### config.mk
export PLATFORM = sky130hd
export DESIGN_NAME = sentence_crc16_trailer_framer_unit
export DESIGN_NICKNAME = d
export VERILOG_FILES = /design/src/scf_pkg.sv /design/src/sentence_crc16_trailer_framer_unit.sv
export SDC_FILE = /design/constraint.sdc
export NUM_CORES = 1
export LEC_CHECK = 0
export ABC_AREA = 1
export BUFFER_PORTS_ARGS = -buffer_cell sky130_fd_sc_hd__buf_2
export CAP_MARGIN = 20
export CORE_UTILIZATION = 40
export CTS_BUF_LIST = sky130_fd_sc_hd__clkbuf_4
export CTS_CLUSTER_SIZE = 25
export DETAILED_ROUTE_END_ITERATION = 8
export PLACE_DENSITY = 0.71
export SLEW_MARGIN = 20
export SYNTH_ARGS = -nofsm -noshare
export SYNTH_HDL_FRONTEND = slang
export SYNTH_SLANG_ARGS = --single-unit
### constraint.sdc
create_clock -name clk -period 2.4 [get_ports clk]
set_input_delay 0.72 -clock clk [delete_from_list [all_inputs] [get_ports clk]]
set_output_delay 0.72 -clock clk [all_outputs]
set_load 0.005 [all_outputs]
### src/scf_pkg.sv
`timescale 1ns / 1ps

package scf_pkg;

  localparam logic [15:0] CRC_POLY   = 16'h1021;
  localparam logic [15:0] SEED_RESET = 16'hFFFF;
  localparam logic [1:0]  SKIP_RESET = 2'd2;

  localparam logic [7:0] CHAR_STAR    = 8'h2A;
  localparam logic [7:0] CHAR_NEWLINE = 8'h0A;

  localparam logic [0:0] REG_SKIP_COUNT = 1'b0;
  localparam logic [0:0] REG_CRC_SEED   = 1'b1;

  // Trailer items still to send after the last sentence byte
  localparam logic [2:0] TRL_STAR  = 3'd6;
  localparam logic [2:0] TRL_HEX3  = 3'd5;
  localparam logic [2:0] TRL_HEX2  = 3'd4;
  localparam logic [2:0] TRL_HEX1  = 3'd3;
  localparam logic [2:0] TRL_HEX0  = 3'd2;
  localparam logic [2:0] TRL_NL    = 3'd1;
  localparam logic [2:0] TRL_NONE  = 3'd0;

  typedef struct packed {
    logic [7:0] in_byte;
    logic       in_last;
  } in_t;

  typedef struct packed {
    logic [7:0] out_byte;
    logic       out_last;
  } out_t;

  // One byte of CRC-16, polynomial 0x1021, MSB first
  function automatic logic [15:0] crc_byte(input logic [15:0] crc, input logic [7:0] b);
    logic [15:0] c;
    c = crc ^ {b, 8'h00};
    for (int k = 0; k < 8; k++) begin
      if (c[15]) begin
        c = {c[14:0], 1'b0} ^ CRC_POLY;
      end else begin
        c = {c[14:0], 1'b0};
      end
    end
    return c;
  endfunction

  function automatic logic [7:0] hex_digit(input logic [3:0] n);
    logic [7:0] d;
    if (n < 4'd10) begin
      d = 8'h30 + {4'h0, n};
    end else begin
      d = 8'h37 + {4'h0, n};
    end
    return d;
  endfunction

endpackage

### src/sentence_crc16_trailer_framer_unit.sv
`timescale 1ns / 1ps
// Sentence CRC-16 trailer framer.
// Input channel (in_valid/in_ready/in_data) takes one sentence character per
// transfer; in_last marks the final character. Every character is passed to
// the output channel (out_valid/out_ready/out_data) in the cycle after its
// transfer. After the last character the block appends '*', the CRC-16
// (poly 0x1021, MSB first) as four uppercase hex digits and a newline; only
// the newline carries out_last. The first skip_count characters of each
// sentence are left out of the CRC, which starts from crc_seed.
// Throughput: one character per cycle while out_ready is high; after a last
// character in_ready stays low until the trailer ('*', four hex digits and
// newline) has been sent from the single output register.
// Config channel (cfg_valid/cfg_ready/cfg_index/cfg_data) is always ready:
// index 0 writes skip_count, index 1 writes crc_seed (used at next sentence).
// Reset (synchronous, rst high) restores skip_count 2, seed 0xFFFF and drops
// any pending output. When the receiver stalls, the output register holds
// and in_ready falls in the same cycle.
module sentence_crc16_trailer_framer_unit (
  input  logic            clk,
  input  logic            rst,
  input  logic            in_valid,
  output logic            in_ready,
  input  scf_pkg::in_t    in_data,
  output logic            out_valid,
  input  logic            out_ready,
  output scf_pkg::out_t   out_data,
  input  logic            cfg_valid,
  output logic            cfg_ready,
  input  logic [0:0]      cfg_index,
  input  logic [15:0]     cfg_data
);

  logic [1:0]  skip_count;
  logic [15:0] crc_seed;
  logic [15:0] crc_value;
  logic [1:0]  prefix_position;
  logic        in_sentence;
  logic [2:0]  trailer_count;
  logic [15:0] trailer_crc;

  logic        slot_free;
  logic        in_fire;
  logic [15:0] crc_base;
  logic [1:0]  pos_base;
  logic [15:0] crc_next;
  logic [1:0]  pos_next;
  scf_pkg::out_t trailer_item;

  assign cfg_ready = 1'b1;
  assign slot_free = !out_valid || out_ready;
  assign in_ready  = slot_free && (trailer_count == scf_pkg::TRL_NONE);
  assign in_fire   = in_valid && in_ready;

  always_comb begin
    crc_base = in_sentence ? crc_value : crc_seed;
    pos_base = in_sentence ? prefix_position : 2'd0;
    if (pos_base < skip_count) begin
      pos_next = pos_base + 2'd1;
      crc_next = crc_base;
    end else begin
      pos_next = pos_base;
      crc_next = scf_pkg::crc_byte(crc_base, in_data.in_byte);
    end
  end

  always_comb begin
    trailer_item.out_last = 1'b0;
    case (trailer_count)
      scf_pkg::TRL_STAR: trailer_item.out_byte = scf_pkg::CHAR_STAR;
      scf_pkg::TRL_HEX3: trailer_item.out_byte = scf_pkg::hex_digit(trailer_crc[15:12]);
      scf_pkg::TRL_HEX2: trailer_item.out_byte = scf_pkg::hex_digit(trailer_crc[11:8]);
      scf_pkg::TRL_HEX1: trailer_item.out_byte = scf_pkg::hex_digit(trailer_crc[7:4]);
      scf_pkg::TRL_HEX0: trailer_item.out_byte = scf_pkg::hex_digit(trailer_crc[3:0]);
      scf_pkg::TRL_NL: begin
        trailer_item.out_byte = scf_pkg::CHAR_NEWLINE;
        trailer_item.out_last = 1'b1;
      end
      default: trailer_item.out_byte = scf_pkg::CHAR_NEWLINE;
    endcase
  end

  always_ff @(posedge clk) begin
    if (rst) begin
      skip_count <= scf_pkg::SKIP_RESET;
      crc_seed   <= scf_pkg::SEED_RESET;
    end else if (cfg_valid && cfg_ready) begin
      case (cfg_index)
        scf_pkg::REG_SKIP_COUNT: skip_count <= cfg_data[1:0];
        scf_pkg::REG_CRC_SEED:   crc_seed   <= cfg_data;
        default: ;
      endcase
    end
  end

  always_ff @(posedge clk) begin
    if (rst) begin
      crc_value       <= scf_pkg::SEED_RESET;
      prefix_position <= 2'd0;
      in_sentence     <= 1'b0;
      trailer_count   <= scf_pkg::TRL_NONE;
      out_valid       <= 1'b0;
    end else begin
      if (in_fire) begin
        out_valid         <= 1'b1;
        out_data.out_byte <= in_data.in_byte;
        out_data.out_last <= 1'b0;
        if (in_data.in_last) begin
          // close the sentence and queue the trailer
          in_sentence     <= 1'b0;
          prefix_position <= 2'd0;
          crc_value       <= crc_seed;
          trailer_crc     <= crc_next;
          trailer_count   <= scf_pkg::TRL_STAR;
        end else begin
          in_sentence     <= 1'b1;
          prefix_position <= pos_next;
          crc_value       <= crc_next;
        end
      end else if (slot_free) begin
        if (trailer_count != scf_pkg::TRL_NONE) begin
          out_valid     <= 1'b1;
          out_data      <= trailer_item;
          trailer_count <= trailer_count - 3'd1;
        end else begin
          out_valid <= 1'b0;
        end
      end
    end
  end

endmodule
==> results <==
- In this run the static leakage power is 2.22 nW.
- The number of buffers on the longest clock path is 2.
- The relative area change from synthesis to final layout is 14.0%.
- The number of setup buffers added after CTS is 0.
- The global-route wire length before repair is 16.7 mm.
- During I/O placement, the number of pins put on the boundary was 43.
- Fill cells in the final layout number roughly 960.
- The detailed-route wire length is 10.3 mm.
- The leading cell type by number of instances after synthesis is sky130_fd_sc_hd__nand2_1.
- The initial utilization of the core area, before any placement, comes to 0.410.
- The count of endpoints failing setup in the final report is 0.
- The placed cell area is 4350 µm².
- The launch point of the worst path is trailer_count[0].
- In this run the remaining antenna-violating nets after routing total 0.
- When the netlist entered floorplanning its net count stood at 606.
- The number of endpoints with negative hold slack in the final report is 0.
- The clock network latency to the later pin of the worst-skew pair is around 0.44 ns.
- The total number of vias is a little under 4000.
- The cell taking the most area after synthesis is sky130_fd_sc_hd__dfxtp_1.
- The synthesized design contains 25 enable-type register cells.
- The largest fanout on the critical path is 5.
- The final layout contains 652 nets.
- The root buffer selected by CTS is sky130_fd_sc_hd__clkbuf_4.
- The post-route clock period utilization is 0.909.
- The logic depth of the worst register-to-register path is 9.
- The netlist area before placement is around 4000 µm².
- Buffers inserted to repair hold after CTS numbered 0.
- Input and output buffers added on the ports amount to 41.
- Entering global routing, the biggest net connects 27 pins.
- The number of antenna repair diodes is 0.
- The count of cell types in the netlist is 38.
- The part of the Yosys area used for sequential elements is 0.395.
- In the final layout, the share of cells above drive strength 1 is 0.135.
- The startpoint identified for the worst hold timing path is cfg_data[6].
- The area of the die is between 10000 and 15000 µm².
- Synthesis produced a netlist whose cell count is 565.
- The number of global-route vias before repair is 3603.
- The reg-to-reg startpoint is in_sentence.
- The initial antenna violation count is 0.
- The worst flop-to-flop path endpoint is trailer_crc[8].
- Once detailed placement completed, the half-perimeter wirelength came to 7.85 mm.
- The final clock skew is 0.0135 ns.
- Counting instances, the worst hold path has a depth of 3.
- The required time at the endpoint of the critical path is ~1.7 ns.
- A synthesized cell averages between 7 and 8 µm².
- The worst pin sits at a relative slew slack of 0.622.
- Adding up every negative setup slack in the final design gives 0 ns.
- Buffers inserted during clock tree synthesis total 9.
- The worst hold slack across all endpoints is roughly 0.47 ns.
- Of the post-synthesis cell area, the dominant cell type holds 0.206.
- The post-CTS clock slew at the launch and capture registers of the worst setup and hold paths is 0.12 ns.
- Setup repair after global routing left no endpoint under its margin.
- The total grt overflow is 0.
- At the pin with the least slew margin, the transition time is roughly 0.57 ns.
- At the end of routability-driven placement, the weighted congestion stood at 0.918.
- The number of gates resized after CTS is 0.
- The worst setup path is of the reg -> out kind.
- The area of the placeable core is roughly 9700 µm².
- Data arrives at the worst endpoint at 1.46 ns.
- The final instance area is around 4500 µm².
- The floorplan has 36 rows.
- The upper clock frequency limit is 0.459 GHz.
- The die span in y is approximately 100 µm.
- After synthesis the netlist holds a flip-flop and latch count of 66.
- Measured along the x axis, the die boundary spans about 100 µm.
- For hold timing, the worst endpoint is crc_seed[6].
- The overall track demand over capacity in global routing is 0.211.
- The commonest cells after synthesis are sky130_fd_sc_hd__nand2_1, sky130_fd_sc_hd__inv_1, sky130_fd_sc_hd__nand3_1.
- Yosys printed 0 warnings.
- The critical path launch point type is a flop.
- The clock tree from TritonCTS is yes.
- The tool flagged a number of max-cap violations equal to 0.
- The count of unresolved DRC violations after routing is 0.
- VDD sags by at most around 350 µV.
- The number of levels the H-tree was split into is 3.
- The time the final worst path needs with I/O delays and setup is about 2.2 ns.
- By area the synthesized netlist is led by sky130_fd_sc_hd__dfxtp_1, sky130_fd_sc_hd__edfxtp_1, sky130_fd_sc_hd__nand2_1.
- For this design the ratio of total power to cell area is 927 nW/µm².
- The total power draw is 4.20 mW.
- After the first detailed-routing iteration, the DRC count stood at 299.
- Before antenna repair, the detailed router went through 6 iterations.
- The vias per cell is 5.27.
- The tightest min-delay check is of the in -> reg type.
- The average wire per cell in the routed design is ~14 µm.
- In the synthesized netlist the async set-or-reset flop fraction comes to 0.
- The predominant post-synthesis flop cell is sky130_fd_sc_hd__dfxtp_1.
- The flow ran to the end, and the final reports show no timing, DRC or antenna violations.
- The worst setup path is captured at an output pin.
- The clock sink count is 66.
- The number of slew-limit violations in the final report was 0.
- The setup check on the worst reg-to-reg path leaves a slack of 0.46 ns.
## critical path: stages, from the launching register on
cell and delay (ns):
sky130_fd_sc_hd__dfxtp_1 0.42, sky130_fd_sc_hd__inv_1 0.10, sky130_fd_sc_hd__ha_1 0.24, sky130_fd_sc_hd__nand2_1 0.10, sky130_fd_sc_hd__nor2_1 0.05, sky130_fd_sc_hd__buf_2 0.12
## how the worst max path moves through the flow
stage / endpoint / depth (start not counted)
finish: in_ready / 5
global route: in_ready / 5
CTS: in_ready / 5
detailed placement: out_data[4] / 8
global placement: out_data[4] / 8
floorplan: trailer_crc[0] / 7
## stage by stage
step / util / instances / worst slack, ns
2_1_floorplan: - / 565 / 0.121
3_3_place_gp: 0.449 / 733 / 0.447
3_5_place_dp: 0.449 / 733 / 0.406
4_1_cts: 0.468 / 749 / 0.206
5_1_grt: 0.468 / 749 / 0.144
6_report: 0.468 / 749 / 0.219
## sequential cells by signal, summed over array words and instances, names as in the netlist
name,flops
in_sentence,1
trailer_crc,16
prefix_position,2
crc_value,16
skip_count,2
trailer_count,3
out_valid,1
crc_seed,16
out_data,9
## placed cells by master (no fill, tap or decap), types with 3 or more instances in the layout
master and count:
sky130_fd_sc_hd__and2_1 7, sky130_fd_sc_hd__nand2_1 190, sky130_fd_sc_hd__nand4_1 3, sky130_fd_sc_hd__clkbuf_4 9
sky130_fd_sc_hd__ha_1 10, sky130_fd_sc_hd__a21oi_1 7, sky130_fd_sc_hd__o21ai_0 30, sky130_fd_sc_hd__edfxtp_1 25
sky130_fd_sc_hd__or2_0 3, sky130_fd_sc_hd__nand3_1 74, sky130_fd_sc_hd__bufinv_16 3, sky130_fd_sc_hd__o211ai_1 12
sky130_fd_sc_hd__a221oi_1 14, sky130_fd_sc_hd__dfxtp_1 41, sky130_fd_sc_hd__nor2_2 3, sky130_fd_sc_hd__buf_4 14
sky130_fd_sc_hd__o21ai_1 6, sky130_fd_sc_hd__nor2_1 11, sky130_fd_sc_hd__o22ai_1 3, sky130_fd_sc_hd__buf_2 41
sky130_fd_sc_hd__inv_1 75, sky130_fd_sc_hd__nand2_2 3, sky130_fd_sc_hd__o21bai_1 4
## layout make-up
type | count | area, µm² | area share
Timing Repair Buffer | 55 | 310 | 0.0685
Multi-Input combinational cell | 401 | 2010 | 0.443
Sequential cell | 66 | 1570 | 0.347
Tap cell | 133 | 166 | 0.0367
Inverter | 78 | 293 | 0.0646
Clock inverter | 7 | 115 | 0.0254
Clock buffer | 9 | 67.6 | 0.0149
## report_power, final
part | internal [mW] | leakage (nW) | switching [mW]
clock | 0.526 | 0.0984 | 0.438
combinational | 0.614 | 1.55 | 1.06
sequential | 1.44 | 0.566 | 0.128
total | 2.58 | 2.22 | 1.62
## logic make-up (layout without fill, tap and decap cells)
logic type	Yosys count	after routing	synth area share
DFF	66	66	0.395
other	1	1	0.000943
and+or+nand+nor	298	298	0.320
xor gates and xnor gates	2	2	0.00441
adders and majority gates	10	10	0.0315
AOI/OAI and AO/OA	90	90	0.148
buffers and inverters	98	149	0.100
## routing by layer
layer | vias to the layer above | global-route usage | wire (µm)
li1 | 1968 | - | -
met1 | 1789 | 0.252 | 4500
met2 | 157 | 0.366 | 4910
met3 | 34 | 0.0386 | 604
met4 | 0 | 0.0970 | 292
met5 | - | 0 | 0
Note: power is estimated with default switching activity, not from simulation.
